===== config.mk =====
export PLATFORM = sky130hd
export DESIGN_NAME = pbnc_cell
export DESIGN_NICKNAME = d
export VERILOG_FILES = /design/src/sv/pbnc_pkg.sv /design/src/sv/pbnc_cell.sv
export SDC_FILE = /design/constraint.sdc
export NUM_CORES = 1
export LEC_CHECK = 0
export ABC_AREA = 1
export BUFFER_PORTS_ARGS = -buffer_cell sky130_fd_sc_hd__buf_2
export CAP_MARGIN = 20
export CORE_MARGIN = 10
export CORE_UTILIZATION = 60
export CTS_BUF_LIST = sky130_fd_sc_hd__clkbuf_8
export CTS_CLUSTER_DIAMETER = 100
export DETAILED_ROUTE_END_ITERATION = 16
export PLACE_DENSITY = 0.92
export SYNTH_ARGS = -nofsm -noshare
export SYNTH_HDL_FRONTEND = slang
export SYNTH_SLANG_ARGS = --single-unit

===== constraint.sdc =====
create_clock -name clk -period 5.38 [get_ports clk]
set_input_delay 0.538 -clock clk [delete_from_list [all_inputs] [get_ports clk]]
set_output_delay 0.538 -clock clk [all_outputs]
set_load 0.02 [all_outputs]

===== src/sv/pbnc_pkg.sv =====
package pbnc_pkg;

	localparam int COMP_W = 6;
	localparam int COLOR_W = 3 * COMP_W;
	localparam int INDEX_W = 8;
	localparam int WEIGHT_W = 10;
	localparam int RATIO_W = 9;
	localparam int LEVEL_W = 8;
	localparam int DIST_W = 24;
	localparam int TERM_W = 22;
	localparam int RECIP_FRAC_BITS = 16;
	localparam int RECIP_W = RECIP_FRAC_BITS + 1;
	localparam int CFG_INDEX_W = 3;
	localparam int CFG_DATA_W = 10;

	localparam logic [WEIGHT_W-1:0] RED_WEIGHT_RST = 10'd30;
	localparam logic [WEIGHT_W-1:0] GREEN_WEIGHT_RST = 10'd59;
	localparam logic [WEIGHT_W-1:0] BLUE_WEIGHT_RST = 10'd11;
	localparam logic [RATIO_W-1:0] BLEND_RATIO_RST = 9'd128;
	localparam logic [RATIO_W-1:0] SHADE_COUNT_RST = 9'd32;

	localparam logic signed [16:0] BLEND_ROUND = 17'sd128;
	localparam logic [23:0] SHADE_ROUND = 24'd32768;

	typedef enum logic [1:0] {
		OP_WRITE  = 2'd0,
		OP_BLEND  = 2'd1,
		OP_SHADE  = 2'd2,
		OP_DIRECT = 2'd3
	} pbnc_op_t;

	typedef enum logic [CFG_INDEX_W-1:0] {
		REG_RED_WEIGHT   = 3'd0,
		REG_GREEN_WEIGHT = 3'd1,
		REG_BLUE_WEIGHT  = 3'd2,
		REG_BLEND_RATIO  = 3'd3,
		REG_SHADE_COUNT  = 3'd4
	} pbnc_reg_t;

	typedef enum logic [2:0] {
		S_IDLE,
		S_READ_A,
		S_READ_B,
		S_BLEND,
		S_DIVIDE,
		S_SHADE,
		S_SCAN,
		S_DRAIN
	} pbnc_state_t;

	typedef struct packed {
		logic                valid;
		logic                last;
		logic [INDEX_W-1:0]  index;
		logic [COLOR_W-1:0]  color;
		logic [DIST_W-1:0]   dist_sum;
	} pbnc_pkt_t;

	function automatic logic [COMP_W-1:0] blend_comp(
		input logic [COMP_W-1:0] a,
		input logic [COMP_W-1:0] b,
		input logic [RATIO_W-1:0] ratio
	);
		logic signed [6:0] d;
		logic signed [16:0] p;
		logic signed [16:0] q;
		logic signed [9:0] r;
		logic [COMP_W-1:0] res;
		d = $signed({1'b0, b}) - $signed({1'b0, a});
		p = 17'(d) * 17'($signed({1'b0, ratio})) + BLEND_ROUND;
		q = p >>> 8;
		r = 10'($signed({1'b0, a})) + 10'(q);
		if (r < 0) begin
			res = '0;
		end else if (r > 10'sd63) begin
			res = '1;
		end else begin
			res = r[COMP_W-1:0];
		end
		return res;
	endfunction

	function automatic logic [COMP_W-1:0] shade_comp(
		input logic [COMP_W-1:0] c,
		input logic [RECIP_W-1:0] t
	);
		logic [22:0] prod;
		logic [23:0] sum;
		prod = 23'(c) * 23'(t);
		sum = 24'(prod) + SHADE_ROUND;
		return sum[21:16];
	endfunction

endpackage


===== src/sv/pbnc_cell.sv =====
module pbnc_cell (
	input  logic                clk,
	input  logic                arst_n,
	input  logic                load,
	input  logic [5:0]          target_in,
	input  logic [9:0]          weight,
	input  logic [5:0]          comp,
	input  pbnc_pkg::pbnc_pkt_t pkt_in,
	output pbnc_pkg::pbnc_pkt_t pkt_out
);
	import pbnc_pkg::*;

	logic [COMP_W-1:0] target_q;
	logic [COMP_W-1:0] diff;
	logic [11:0]       sq;
	logic [TERM_W-1:0] term;
	pbnc_pkt_t         pkt_s1;
	pbnc_pkt_t         pkt_s2;
	pbnc_pkt_t         pkt_sum;
	logic [11:0]       sq_s1;

	always_comb begin
		diff = (target_q > comp) ? target_q - comp : comp - target_q;
		sq = diff * diff;
		term = weight * sq_s1;
		pkt_sum = pkt_s1;
		pkt_sum.dist_sum = pkt_s1.dist_sum + DIST_W'(term);
	end

	always_ff @(posedge clk) begin
		if (load) begin
			target_q <= target_in;
		end
	end

	always_ff @(posedge clk or negedge arst_n) begin
		if (!arst_n) begin
			pkt_s1 <= '0;
			sq_s1 <= '0;
			pkt_s2 <= '0;
		end else begin
			pkt_s1 <= pkt_in;
			sq_s1 <= sq;
			pkt_s2 <= pkt_sum;
		end
	end

	assign pkt_out = pkt_s2;

endmodule


==> results_dict.tcl <==
set metrics [dict create \
    finalNetCount 1436 \
    postLayoutCellArea_mm2 0.01057 \
    io_buffer_count 128 \
    gr-usage-all-layers 0.2162 \
    antenna_found_initial 0 \
    r2r_slack_ns 0.44 \
    ant_nets 0 \
    drt_iter0_drc 672 \
    die_y_um 144.8 \
    worstPathRequired_ns 5.71 \
    worst-r2r-cell-count 19 \
    holdCritPathClass "in2reg" \
    fmax_ghz 0.2024 \
    place_area_mm2 0.01015 \
    fin_crit_ns 4.940 \
    min_path_cells 1 \
    clock_sinks 121 \
    initial_core_util 0.6143 \
    cts-buffers-inserted 17 \
    finalSetupViolCount 0 \
    outcome "finished clean" \
    grt_pass1_vias 7500 \
    holdWs_ns 0.1854 \
    slowest_stage "fa_1" \
    crit_type "reg2reg" \
    crit_top_cell "nand2_1" \
    synth_top_cell_by_area "dfrtp_1" \
    instances_no_fill 1366 \
    drtPass1Iterations 7 \
    n_antenna_cell 0 \
    holdPathEnd "pkt_s1[16]$_DFF_PN0_" \
    final_layout_size_suffix_gt1_frac 0.1570 \
    synth_area_leaders "dfrtp_1 (31%), fa_1 (23%), inv_1 (12%), ha_1 (12%), nand2_1 (8.7%)" \
    place_inst 1336 \
    synth_top_area_frac 0.3081 \
    relSlewSlack 0.4433 \
    finalSetupTns_ns 0 \
    skew_ns 0.01916 \
    core_mm2 0.01520 \
    vias_per_cell 5.144 \
    cp.arrival_ns 5.27 \
    worst_pin_slew_ns 0.8350 \
    netlist_instances 1037 \
    cts_setup_buffers 0 \
    slew_viol_final 0 \
    hold_viol 0 \
    cts_tree "yes" \
    grt_max_degree 70 \
    rr_startpoint "sq_s1[5]$_DFF_PN0_" \
    clk_pin_slew_ns 0.08 \
    r2r_end "pkt_out[23]$_DFF_PN0_" \
    grt.overflow.total 0 \
    yosys.cell_types.count 28 \
    endpoint_kind "flip-flop" \
    synth.cell_area_mm2 0.009339 \
    dpl.hpwl_mm 17.33 \
    grt_pass1_wl_mm 35.22 \
    min_period_over_period 0.9182 \
    avgSynthCellArea_um2 9.006 \
    fp-row-count 45 \
    place_congestion 0.9166 \
    synth-seq-area-share 0.3274 \
    synth-seq-cells 121 \
    htreeDepth 4 \
    dieArea_mm2 0.02096 \
    grt_setup_unrepaired "false" \
    drt_wl_total_mm 21.24 \
    path_cells "nand2_1 > inv_1 > fa_1 > inv_1 > fa_1 > inv_1 > fa_1 > fa_1 > inv_1 > fa_1 > inv_1 > ha_1 > nand2_1 > o21ai_0 > nand2_1 > nand2_1 > nand2_1 > nand4_1 > nand2_1" \
    worstSkewPairLatency_ns 0.45 \
    holdCritStartpoint "pkt_in[16]" \
    pin_count 129 \
    area_growth_pct 13.20 \
    startpoint_type "flip-flop" \
    root_buffer "clkbuf_8" \
    postCtsHoldBufs 0 \
    cts_buffer_depth 2 \
    critPathMaxFanout 10 \
    critPathMaxStageDelay_ns 0.56 \
    post_cts_resized 0 \
    wl_per_cell_um 15.55 \
    final_common_cell "inv_1" \
    vias 7027 \
    layout_common_cells "inv_1 (292), nand2_1 (216), buf_2 (127), dfrtp_1 (115), fa_1 (106)" \
    drcViolationCount 0 \
    maxCapViolCount 0 \
    ys_warn_count 0 \
    die_w_um 144.8 \
]
[synth_stat cells]
cell type / number
fa_1: 106
nor2_1: 38
o21bai_1: 3
o21ai_2: 5
nand2_4: 2
nor3_2: 1
nor3_1: 4
edfxtp_1: 6
nand3_1: 32
xor2_1: 20
nand3_2: 1
a21oi_1: 35
nand2_1: 216
ha_1: 86
clkbuf_1: 21
nand2_2: 11
inv_1: 292
o21ai_0: 16
nand4_1: 11
inv_2: 4
o21ai_1: 1
and2_1: 1
dfrtp_1: 115
inv_4: 1
conb_1: 2
buf_4: 2
xnor2_1: 4
a21o_1: 1
[worst max-delay path: cells and delay by family, from the launching register on]
kind | cells | cell delay (ns)
fa+ha+maj | 6 | 3.01
simple gates | 7 | 0.66
buf+inv | 5 | 0.29
flops | 1 | 0.52
compound gates | 1 | 0.34
[flip-flops by register name, summed over array words and instances (netlist names)]
| register | count |
|---|---|
| target_q | 6 |
| pkt_out | 52 |
| sq_s1 | 11 |
| pkt_s1 | 52 |
[layout make-up]
type / count / area, um^2
clock buffer: 20 / 275.3
fill: 1164 / 4631
clock inverter: 10 / 142.6
tap: 188 / 235.2
sequential: 121 / 3058
inverter: 297 / 1117
timing repair buffer: 130 / 658.1
multi-input combinational: 600 / 5085
[per-layer routing]
metal | global-route usage | wire, um | vias to the layer above
met5 | 0 | 0 | -
met4 | 0.09255 | 673 | 0
li1 | - | - | 3277
met1 | 0.2385 | 7805 | 3324
met3 | 0.05606 | 1855 | 74
met2 | 0.3853 | 10910 | 352
[how the worst max path moves through the flow]
stage,endpoint,from
final,pkt_out[23]$_DFF_PN0_,sq_s1[5]$_DFF_PN0_
after global routing,pkt_out[23]$_DFF_PN0_,sq_s1[5]$_DFF_PN0_
after CTS,pkt_out[23]$_DFF_PN0_,sq_s1[5]$_DFF_PN0_
after detailed placement,pkt_out[23]$_DFF_PN0_,weight[4]
after global placement,pkt_out[23]$_DFF_PN0_,weight[4]
after floorplan,pkt_out[19]$_DFF_PN0_,weight[3]
[logic make-up (layout without fill, tap and decap cells)]
logic type / count (synthesis) / after routing / synth area share
buf+inv: 320 / 457 / 0.1297
simple gates: 317 / 317 / 0.1413
fa+ha+maj: 192 / 192 / 0.3424
flops: 121 / 121 / 0.3274
compound gates: 61 / 61 / 0.03577
xor+xnor: 24 / 24 / 0.02251
other cells: 2 / 6 / 0.0008042
[through the flow]
step                        util  worst slack [ns]
after global placement    0.6679            0.4051
after global routing      0.6954            0.1243
final                     0.6954            0.4401
after detailed placement  0.6679            0.3293
after floorplan                -            0.5904
after CTS                 0.6954            0.4582
Power is not shown: default switching activity piles up to over one toggle a cycle in this logic, so the estimate is an artifact.
