<file path="src/sv/pbnc_pkg.sv">
package pbnc_pkg;

	localparam int COMP_W = 6;
	localparam int COLOR_W = 3 * COMP_W;
	localparam int INDEX_W = 8;
	localparam int WEIGHT_W = 10;
	localparam int RATIO_W = 9;
	localparam int LEVEL_W = 8;
	localparam int DIST_W = 24;
	localparam int TERM_W = 22;
	localparam int RECIP_FRAC_BITS = 16;
	localparam int RECIP_W = RECIP_FRAC_BITS + 1;
	localparam int CFG_INDEX_W = 3;
	localparam int CFG_DATA_W = 10;

	localparam logic [WEIGHT_W-1:0] RED_WEIGHT_RST = 10'd30;
	localparam logic [WEIGHT_W-1:0] GREEN_WEIGHT_RST = 10'd59;
	localparam logic [WEIGHT_W-1:0] BLUE_WEIGHT_RST = 10'd11;
	localparam logic [RATIO_W-1:0] BLEND_RATIO_RST = 9'd128;
	localparam logic [RATIO_W-1:0] SHADE_COUNT_RST = 9'd32;

	localparam logic signed [16:0] BLEND_ROUND = 17'sd128;
	localparam logic [23:0] SHADE_ROUND = 24'd32768;

	typedef enum logic [1:0] {
		OP_WRITE  = 2'd0,
		OP_BLEND  = 2'd1,
		OP_SHADE  = 2'd2,
		OP_DIRECT = 2'd3
	} pbnc_op_t;

	typedef enum logic [CFG_INDEX_W-1:0] {
		REG_RED_WEIGHT   = 3'd0,
		REG_GREEN_WEIGHT = 3'd1,
		REG_BLUE_WEIGHT  = 3'd2,
		REG_BLEND_RATIO  = 3'd3,
		REG_SHADE_COUNT  = 3'd4
	} pbnc_reg_t;

	typedef enum logic [2:0] {
		S_IDLE,
		S_READ_A,
		S_READ_B,
		S_BLEND,
		S_DIVIDE,
		S_SHADE,
		S_SCAN,
		S_DRAIN
	} pbnc_state_t;

	typedef struct packed {
		logic                valid;
		logic                last;
		logic [INDEX_W-1:0]  index;
		logic [COLOR_W-1:0]  color;
		logic [DIST_W-1:0]   dist_sum;
	} pbnc_pkt_t;

	function automatic logic [COMP_W-1:0] blend_comp(
		input logic [COMP_W-1:0] a,
		input logic [COMP_W-1:0] b,
		input logic [RATIO_W-1:0] ratio
	);
		logic signed [6:0] d;
		logic signed [16:0] p;
		logic signed [16:0] q;
		logic signed [9:0] r;
		logic [COMP_W-1:0] res;
		d = $signed({1'b0, b}) - $signed({1'b0, a});
		p = 17'(d) * 17'($signed({1'b0, ratio})) + BLEND_ROUND;
		q = p >>> 8;
		r = 10'($signed({1'b0, a})) + 10'(q);
		if (r < 0) begin
			res = '0;
		end else if (r > 10'sd63) begin
			res = '1;
		end else begin
			res = r[COMP_W-1:0];
		end
		return res;
	endfunction

	function automatic logic [COMP_W-1:0] shade_comp(
		input logic [COMP_W-1:0] c,
		input logic [RECIP_W-1:0] t
	);
		logic [22:0] prod;
		logic [23:0] sum;
		prod = 23'(c) * 23'(t);
		sum = 24'(prod) + SHADE_ROUND;
		return sum[21:16];
	endfunction

endpackage

</file>
<file path="src/sv/pbnc_recip.sv">
module pbnc_recip (
	input  logic        clk,
	input  logic        arst_n,
	input  logic        load,
	input  logic [8:0]  count,
	input  logic [7:0]  level,
	output logic [16:0] ratio,
	output logic        done
);
	import pbnc_pkg::*;

	logic [8:0]                 rem_q;
	logic [RECIP_FRAC_BITS-1:0] frac_q;
	logic                       int_q;
	logic [3:0]                 step_q;
	logic                       run_q;
	logic                       done_q;
	logic [9:0]                 rem2;
	logic                       ge;
	logic [8:0]                 rem_next;

	always_comb begin
		rem2 = {rem_q, 1'b0};
		ge = rem2 >= {1'b0, count};
		rem_next = ge ? 9'(rem2 - {1'b0, count}) : rem2[8:0];
	end

	always_ff @(posedge clk or negedge arst_n) begin
		if (!arst_n) begin
			run_q <= 1'b0;
			done_q <= 1'b0;
			step_q <= '0;
		end else begin
			done_q <= 1'b0;
			if (load) begin
				run_q <= 1'b1;
				step_q <= '0;
			end else if (run_q) begin
				step_q <= step_q + 4'd1;
				if (step_q == 4'(RECIP_FRAC_BITS - 1)) begin
					run_q <= 1'b0;
					done_q <= 1'b1;
				end
			end
		end
	end

	always_ff @(posedge clk) begin
		if (load) begin
			int_q <= (level == '0);
			rem_q <= (level == '0) ? 9'd0 : 9'(count - {1'b0, level});
			frac_q <= '0;
		end else if (run_q) begin
			rem_q <= rem_next;
			frac_q <= {frac_q[RECIP_FRAC_BITS-2:0], ge};
		end
	end

	assign ratio = {int_q, frac_q};
	assign done = done_q;

endmodule

</file>
<file path="config.mk">
export PLATFORM = sky130hd
export DESIGN_NAME = pbnc_recip
export DESIGN_NICKNAME = d
export VERILOG_FILES = /design/src/sv/pbnc_pkg.sv /design/src/sv/pbnc_recip.sv
export SDC_FILE = /design/constraint.sdc
export NUM_CORES = 1
export LEC_CHECK = 0
export ABC_AREA = 1
export BUFFER_PORTS_ARGS = -buffer_cell sky130_fd_sc_hd__buf_2
export CORE_UTILIZATION = 51
export DETAILED_ROUTE_END_ITERATION = 8
export GPL_TIMING_DRIVEN = 1
export HOLD_SLACK_MARGIN = 0.12
export PLACE_DENSITY = 0.76
export RECOVER_POWER = 50
export REMOVE_ABC_BUFFERS = 1
export SLEW_MARGIN = 20
export SYNTH_ARGS = -nofsm -noshare
export SYNTH_HDL_FRONTEND = slang
export SYNTH_SLANG_ARGS = --single-unit
export TNS_END_PERCENT = 5
</file>
<file path="constraint.sdc">
create_clock -name clk -period 1.8 [get_ports clk]
set_input_delay 0.36 -clock clk [delete_from_list [all_inputs] [get_ports clk]]
set_output_delay 0.36 -clock clk [all_outputs]
set_load 0.01 [all_outputs]
</file>
==> flow_summary.json, run 1 <==
{
  "status": "complete, but fails checks",
  "violations": "negative setup slack",
  "worst_pin_slew_ns": 0.530,
  "initial_core_util_pct": 53.8,
  "cts_root_buf": "clkbuf_8",
  "io_buffers": 37,
  "dp_slack_ns": -0.203,
  "vdd_drop_max_v": 0.000903,
  "finalPower_w": 0.00340,
  "layout_commonest_cell": "inv_1",
  "crit_buf_inv": 0,
  "clk_path_buf_depth": 2,
  "syn_area_mm2": 0.00236,
  "place_congestion": 0.900,
  "avgViaCountPerCell": 5.04,
  "die_w_um": 70.0,
  "setup-violations-final": 9,
  "swShare_pct": 40.9,
  "antenna_found_initial": 0,
  "max_stage_delay_ns": 0.42,
  "clkPwrFrac_pct": 18.5,
  "fin_cells": 443,
  "detail_route.wl_per_cell_um": 12.4,
  "crit_fanout": 9,
  "cp_top_family": "simple AND/OR/NAND/NOR gates",
  "seqPwrFrac_pct": 28.5,
  "slowest_stage": "edfxtp_1",
  "timing.hold.ws_ns": 0.341,
  "post-cts-setup-buffer-count": 0,
  "synth_cell_types": 35,
  "antenna_cells": 0,
  "nets": 430,
  "hold_viol_final": 0,
  "cts.sinks": 32,
  "cts_htree_levels": 2,
  "io_pins": 38,
  "p_per_area_mw_per_mm2": 1160,
  "required_ns": 1.84,
  "period_needed_ns": 1.85,
  "grt_start_max_net_pins": 19,
  "avgSynthCellArea_um2": 7.37,
  "slew_headroom_pct": 64.5,
  "timing.setup.tns_ns": -0.144,
  "path_cells": "ha_1, ha_1, nand3_2, nor2_8, nor2_8, nand3_1, nand3_1, nand2_1",
  "tritoncts": "built",
  "clock_skew_ns": 0.00746,
  "ant_nets": 0,
  "synth-seq-cells": 32,
  "drt_pass1_iterations": 5,
  "fp.dieH_um": 70.0,
  "hold_path.class": "primary input to flip-flop",
  "slew_violations": 0,
  "start_kind": "flip-flop",
  "placementRows": 24,
  "numCtsBuffers": 5,
  "arrival_ns": 1.89,
  "yosysWarnings": 0,
  "yosysSeqAreaShare_pct": 32.7,
  "clock.fmax_ghz": 0.541,
  "switchingPower_w": 0.00139,
  "gr-total-overflow": 0,
  "dp_cells": 434,
  "hpwl_um": 4270,
  "critPathCaptureType": "flip-flop",
  "p_leak_nw": 1.53,
  "finalCritPeriodShare_pct": 103,
  "die_area_mm2": 0.00490,
  "syn_inst": 320,
  "area_delta_synth_final_pct": 24.8,
  "combPwrFrac_pct": 53.1,
  "drtIter0Drc": 134,
  "internal_power_w": 0.00201,
  "maxCapViolCount": 0,
  "drive_gt1_share_pct": 24.3,
  "wl_um": 5490,
  "clock_latency_ns": 0.28,
  "final_cell_mix": "69 x inv_1, 66 x nand2_1, 38 x nand3_1",
  "grt_pass1_wl_um": 8870,
  "grt_pass1_vias": 2026,
  "rsz0062_at_grt": "yes",
  "path_class": "flip-flop to flip-flop",
  "drc": 0,
  "timing.final.ws_setup_ns": -0.0468,
  "grtUsageTotal_pct": 22.9,
  "clkSlewWorstSetupHoldPaths_ns": 0.07,
  "core_area_mm2": 0.00438,
  "via_count": 2234
}
registers in the layout, summed over array words and instances (netlist names):
signal and count:
int_q 1, run_q 1, done 1, rem_q 9, step_q 4, frac_q 16
cells in the mapped netlist (all sizes together):
master | count | area [um^2]
o22ai | 14 | 87.6
ha | 18 | 225
or2 | 4 | 25.0
nor3 | 3 | 20.0
clkbuf | 1 | 3.75
xor2 | 1 | 8.76
buf | 4 | 28.8
nor2 | 14 | 92.6
nor4 | 1 | 6.26
o21ai | 7 | 38.8
nand2 | 81 | 365
o21bai | 1 | 7.51
edfxtp | 10 | 300
nand4 | 6 | 37.5
nand3 | 43 | 235
inv | 73 | 274
fa | 2 | 40.0
a21oi | 11 | 58.8
xnor2 | 3 | 26.3
dfxtp | 16 | 320
clkinv | 1 | 5.00
dfrtp | 6 | 150
final timing paths:
path                                   to  slack [ns]  cells after the start  startpoint
worst min register to register  step_q[3]        0.48                      1   step_q[3]
worst max register to register   rem_q[2]       -0.05                      8    rem_q[0]
max in group asynchronous       step_q[2]        1.09                      2      arst_n
worst min-delay path                 done        0.34                      2        load
worst max-delay path             rem_q[2]       -0.05                      8    rem_q[0]
min in group asynchronous       step_q[1]        0.47                      2      arst_n
logic make-up (layout without fill, tap and decap cells):
family	count (synthesis)	count (layout)	synth area share, %
AND/OR/NAND/NOR	152	152	33.2
buffers and inverters	79	150	13.2
AO/OA/AOI/OAI	33	33	8.17
flip-flops	32	32	32.7
adder cells (fa/ha/maj)	20	20	11.3
XOR/XNOR	4	4	1.49
timing repair:
item | in CTS | in global routing
resized for setup | 4 | 4
hold endpoints to repair | 6 | 0
pin swaps | 0 | 0
endpoints found under the setup margin | 9 | 9
hold buffers | 1 | 0
stage by stage:
step           area (um^2)  util (%)
2_1_floorplan         2320         -
3_5_place_dp          2800      63.9
3_3_place_gp          2800      63.9
4_1_cts               2930      66.8
5_1_grt               2940      67.1
6_report              2940      67.1
metal layers:
layer / vias to the layer above / track usage [%] / share of wire (%)
li1: 1166 / - / -
met1: 993 / 30.3 / 47
met2: 69 / 37.7 / 47
met3: 6 / 4.76 / 5.2
met4: 0 / 6.89 / 1.2
met5: - / 0 / 0
power groups by stage:
stage                     registers, W  logic, W  clock network [W]
after floorplan               0.000955   0.00121                  0
after global placement        0.000962   0.00166                  0
after detailed placement      0.000969   0.00169                  0
after CTS                     0.000959   0.00174           0.000640
after global routing          0.000982   0.00198           0.000663
final                         0.000967   0.00180           0.000627
cell type report:
| class | count | area, um^2 |
|---|---|---|
| Fill cell | 375 | 1440 |
| Multi-Input combinational cell | 209 | 1330 |
| Sequential cell | 32 | 771 |
| Timing Repair Buffer | 68 | 398 |
| Inverter | 74 | 279 |
| Clock buffer | 7 | 97.6 |
| Tap cell | 52 | 65.1 |
| Clock inverter | 1 | 5.00 |
No activity file was read; power rests on OpenSTA's default activity.
==> inputs of run 2 (changes only) <==
--- a/config.mk
+++ b/config.mk
@@ -12,7 +12,7 @@
 export GPL_TIMING_DRIVEN = 1
 export HOLD_SLACK_MARGIN = 0.12
 export PLACE_DENSITY = 0.76
-export RECOVER_POWER = 50
+export RECOVER_POWER = 25
 export REMOVE_ABC_BUFFERS = 1
 export SLEW_MARGIN = 20
 export SYNTH_ARGS = -nofsm -noshare
==> flow_summary.json, run 2 (synthesis gave the netlist of run 1 again) <==
{
  "nets": 430,
  "seqPwrFrac_pct": 28.5,
  "start_kind": "flip-flop",
  "grt_pass1_wl_um": 8870,
  "layout_commonest_cell": "inv_1",
  "detail_route.wl_per_cell_um": 12.4,
  "largest_registers": "frac_q: 16 flops, rem_q: 9 flops, step_q: 4 flops",
  "drive_gt1_share_pct": 27.9,
  "antenna_cells": 0,
  "drc": 0,
  "io_pins": 38,
  "grt_start_max_net_pins": 19,
  "status": "complete, but fails checks",
  "timing.setup.tns_ns": -0.174,
  "via_count": 2245,
  "core_area_mm2": 0.00438,
  "drt_pass1_iterations": 5,
  "clock.fmax_ghz": 0.541,
  "maxCapViolCount": 0,
  "avgViaCountPerCell": 5.07,
  "fillers": 364,
  "finalCritPeriodShare_pct": 103,
  "arrival_ns": 1.89,
  "clk_path_buf_depth": 2,
  "cts_htree_levels": 2,
  "placementRows": 24,
  "gr-total-overflow": 0,
  "numCtsBuffers": 5,
  "path_class": "flip-flop to flip-flop",
  "slowest_stage": "edfxtp_1",
  "final_cell_mix": "69 x inv_1, 66 x nand2_1, 38 x nand3_1",
  "fp.dieH_um": 70.0,
  "p_per_area_mw_per_mm2": 1150,
  "initial_core_util_pct": 53.8,
  "post-cts-setup-buffer-count": 0,
  "worst_pin_slew_ns": 0.529,
  "required_ns": 1.84,
  "violations": "negative setup slack",
  "clock_latency_ns": 0.28,
  "area_delta_synth_final_pct": 25.5,
  "dp_slack_ns": -0.203,
  "hold_viol_final": 0,
  "cts.sinks": 32,
  "cp_top_family": "simple AND/OR/NAND/NOR gates",
  "switchingPower_w": 0.00138,
  "max_stage_delay_ns": 0.42,
  "regMostFlops": "frac_q",
  "place_congestion": 0.900,
  "die_area_mm2": 0.00490,
  "p_leak_nw": 1.59,
  "setup-violations-final": 9,
  "drtIter0Drc": 163,
  "timing.final.ws_setup_ns": -0.0497,
  "slew_violations": 0,
  "crit_buf_inv": 0,
  "die_w_um": 70.0,
  "cts_root_buf": "clkbuf_8",
  "regArea_um2": 771,
  "clock_skew_ns": 0.00683,
  "combPwrFrac_pct": 53.0,
  "io_buffers": 37,
  "path_cells": "ha_1, ha_1, nand3_2, nor2_8, nor2_8, nand3_1, nand3_1, nand2_1",
  "clkSlewWorstSetupHoldPaths_ns": 0.07,
  "hpwl_um": 4270,
  "ant_nets": 0,
  "grtUsageTotal_pct": 22.9,
  "largest_reg_flops": 16,
  "internal_power_w": 0.00201,
  "crit_fanout": 9,
  "tritoncts": "built",
  "swShare_pct": 40.7,
  "multi_input_comb_area_mm2": 0.00133,
  "wl_um": 5500,
  "vdd_drop_max_v": 0.000902,
  "clkPwrFrac_pct": 18.5,
  "hold_path.class": "primary input to flip-flop",
  "period_needed_ns": 1.85,
  "antenna_found_initial": 0,
  "rsz0062_at_grt": "yes",
  "critPathCaptureType": "flip-flop",
  "grt_pass1_vias": 2026,
  "slew_headroom_pct": 64.6
}
run 2: final timing paths:
check / slack [ns] / depth (start not counted) / to / start
worst max-delay path: -0.05 / 8 / rem_q[2] / rem_q[0]
worst min-delay path: 0.34 / 2 / done / load
worst max register to register: -0.05 / 8 / rem_q[2] / rem_q[0]
worst min register to register: 0.48 / 1 / step_q[3] / step_q[3]
max in group asynchronous: 1.09 / 2 / step_q[2] / arst_n
min in group asynchronous: 0.47 / 2 / step_q[1] / arst_n
run 2: power groups by stage:
stage	sequential [W]	combinational, W	clock, W
2_1_floorplan	0.000955	0.00121	0
3_3_place_gp	0.000962	0.00166	0
3_5_place_dp	0.000969	0.00169	0
4_1_cts	0.000959	0.00174	0.000640
5_1_grt	0.000981	0.00198	0.000663
6_report	0.000967	0.00180	0.000629
run 2: final cells by class:
type                       instances  area share [%]
multi-input combinational        209            44.8
sequential                        32            26.0
inverter                          74            9.43
clock buffer                       7            3.30
clock inverter                     1           0.169
timing repair buffer              68            14.0
tap                               52            2.20
run 2: metrics by stage:
stage	std cells	hold WS (ns)	cell area (um^2)	util [%]	total power, W
floorplan	315	0.0644	2320	-	0.00216
global placement	434	0.188	2800	63.9	0.00263
detailed placement	434	0.190	2800	63.9	0.00266
CTS	443	0.282	2930	66.8	0.00334
global route	443	0.358	2960	67.5	0.00363
finish	443	0.341	2960	67.5	0.00340
run 2: layer usage:
metal	vias to the layer above	wire (um)	share of wire (%)	track usage, %
met5	-	0	0	0
li1	1167	-	-	-
met1	1003	2550	46	30.3
met4	0	77	1.4	6.89
met3	8	277	5.0	4.76
met2	67	2600	47	37.7
run 2: repair_timing:
item / 4_1_cts / 5_1_grt
cloned: 0 / 0
setup endpoints to repair: 9 / 9
endpoints found under the hold margin: 6 / 0
hold buffers: 1 / 0
resized for setup: 4 / 4
==> inputs of run 3 (changes only) <==
==> constraint.sdc (replaced) <==
create_clock -name clk -period 1.8 [get_ports clk]
set_input_delay 0.09 -clock clk [delete_from_list [all_inputs] [get_ports clk]]
set_output_delay 0.09 -clock clk [all_outputs]
set_load 0.01 [all_outputs]
==> flow_summary.json, run 3 (synthesis gave the netlist of run 1 again) <==
{
  "fin_area_mm2": 0.00317,
  "grtUsageTotal_pct": 24.1,
  "path_cells": "ha_4, nand2_2, nand2_2, a21oi_4, nand2_8, nand2_8, nand3_2, nand3_2, nand2_1",
  "final_cell_mix": "66 x inv_1, 57 x nand2_1, 29 x buf_2",
  "cts_htree_levels": 2,
  "arrival_ns": 1.89,
  "r2r_slack_ns": -0.07,
  "clock_latency_ns": 0.28,
  "worstRegToRegCells": 9,
  "max_stage_delay_ns": 0.48,
  "clkSlewWorstSetupHoldPaths_ns": 0.07,
  "layout_commonest_cell": "inv_1",
  "dpl_cell_area_mm2": 0.00266,
  "required_ns": 1.83,
  "holdPathEnd": "int_q",
  "finalCritPeriodShare_pct": 104,
  "p_per_area_mw_per_mm2": 1270,
  "area_delta_synth_final_pct": 34.6,
  "status": "complete, but fails checks",
  "wl_um": 6490,
  "vdd_drop_max_v": 0.000725,
  "slew_headroom_pct": 50.7,
  "hold_start": "level[4]",
  "holdPathStages": 2,
  "drc": 0,
  "slew_violations": 0,
  "hold_viol_final": 0,
  "path_class": "flip-flop to flip-flop",
  "antenna_found_initial": 0,
  "core_area_mm2": 0.00438,
  "slowest_stage": "edfxtp_1",
  "setup-violations-final": 10,
  "largest_registers": "frac_q: 16 flops, rem_q: 9 flops, step_q: 4 flops",
  "violations": "negative setup slack",
  "gr-total-overflow": 0,
  "cts_root_buf": "clkbuf_8",
  "clock_skew_ns": 0.00641,
  "placementRows": 24,
  "fp.dieH_um": 70.0,
  "worst_pin_slew_ns": 0.737,
  "grt_pass1_wl_um": 9400,
  "timing.final.ws_setup_ns": -0.0651,
  "die_w_um": 70.0,
  "detail_route.wl_per_cell_um": 14.9,
  "drtIter0Drc": 271,
  "drt_pass1_iterations": 7,
  "worstReg2RegEnd": "rem_q[3]",
  "grt_start_max_net_pins": 23,
  "crit_fanout": 5,
  "period_needed_ns": 1.87,
  "regToRegStartpoint": "rem_q[4]",
  "avgViaCountPerCell": 5.52,
  "rsz0062_at_grt": "yes",
  "io_buffers": 37,
  "initial_core_util_pct": 53.8,
  "cts.sinks": 32,
  "fillers": 303,
  "place_congestion": 0.917,
  "drive_gt1_share_pct": 32.1,
  "nets": 422,
  "ant_nets": 0,
  "via_count": 2403,
  "io_pins": 38,
  "antenna_cells": 0,
  "hpwl_um": 3940,
  "timing.setup.tns_ns": -0.319,
  "largest_reg_flops": 16,
  "clk_path_buf_depth": 2,
  "critPathCaptureType": "flip-flop",
  "maxCapViolCount": 0,
  "clock.fmax_ghz": 0.536,
  "die_area_mm2": 0.00490,
  "start_kind": "flip-flop",
  "grt_pass1_vias": 2034,
  "regMostFlops": "frac_q",
  "numCtsBuffers": 5,
  "tritoncts": "built",
  "hold_path.class": "primary input to flip-flop",
  "p_leak_nw": 1.58
}
==> run 3: cell types whose count changed in the layout (fill, tap and decap cells not counted), sizes merged <==
| cell | delta |
|---|---|
| buf | -15 |
| bufinv | +1 |
| clkbuf | +2 |
| clkinv | -1 |
| dlygate4sd3 | +1 |
| inv | +1 |
| nand2 | +2 |
| nor2 | +1 |
==> run 3: layout make-up <==
type                    count  area [um^2]  area share, %
multi-input cells         212         1580           49.9
well taps                  52         65.1           2.05
clock buffers               6         72.6           2.29
clock inverters             2         35.0           1.10
repair buffers             57          363           11.4
inverters                  74          283           8.92
flip-flops and latches     32          771           24.3
==> run 3: worst max path at each step <==
stage                        start        to  slack, ns
after floorplan           rem_q[5]  rem_q[3]       0.12
after global placement    rem_q[4]  rem_q[7]      -0.02
after detailed placement  rem_q[4]  rem_q[2]      -0.05
after CTS                 rem_q[6]  rem_q[2]     -0.009
after global routing      rem_q[2]  rem_q[4]      -0.13
final                     rem_q[4]  rem_q[3]      -0.07
==> run 3: what timing repair did <==
| action | CTS | global route |
|---|---|---|
| pin swaps | 0 | 30 |
| buffers inserted | 0 | 8 |
| setup endpoints to repair | 10 | 10 |
| resized for setup | 6 | 47 |
| hold buffers | 2 | 0 |
| endpoints found under the hold margin | 8 | 0 |
| gates cloned | 0 | 3 |
==> run 3: metal layers <==
layer / GRT usage, % / vias to the layer above / wire length (um) / part of all wire [%]
li1: - / 1157 / - / -
met1: 34.6 / 1101 / 2740 / 42
met2: 37.3 / 120 / 3110 / 48
met3: 4.62 / 25 / 430 / 6.6
met4: 6.00 / 0 / 218 / 3.4
met5: 0 / - / 0 / 0
==> run 3: worst max-delay path: cells and delay by family, from the launching register on <==
family          cells  cell delay [ns]
simple gates        7             0.61
fa+ha+maj           1             0.31
flops               1             0.48
compound gates      1             0.21
==> run 3: power by group <==
part / leakage (nW) / switching (W) / internal [W]
Clock: 0.0552 / 0.000251 / 0.000410
Combinational: 1.21 / 0.00136 / 0.00100
Sequential: 0.312 / 0.000126 / 0.000888
Total: 1.58 / 0.00173 / 0.00230
==> run 3: through the flow <==
stage          std cells  utilization, %  worst slack (ns)  hold slack (ns)  total power [W]
3_3_place_gp         414            60.7           -0.0174          -0.0822          0.00255
2_1_floorplan        315               -             0.123           -0.206          0.00216
5_1_grt              435            72.3            -0.132            0.158          0.00428
3_5_place_dp         414            60.7           -0.0494          -0.0795          0.00256
6_report             435            72.3           -0.0651            0.165          0.00403
4_1_cts              424            64.8          -0.00909            0.154          0.00331
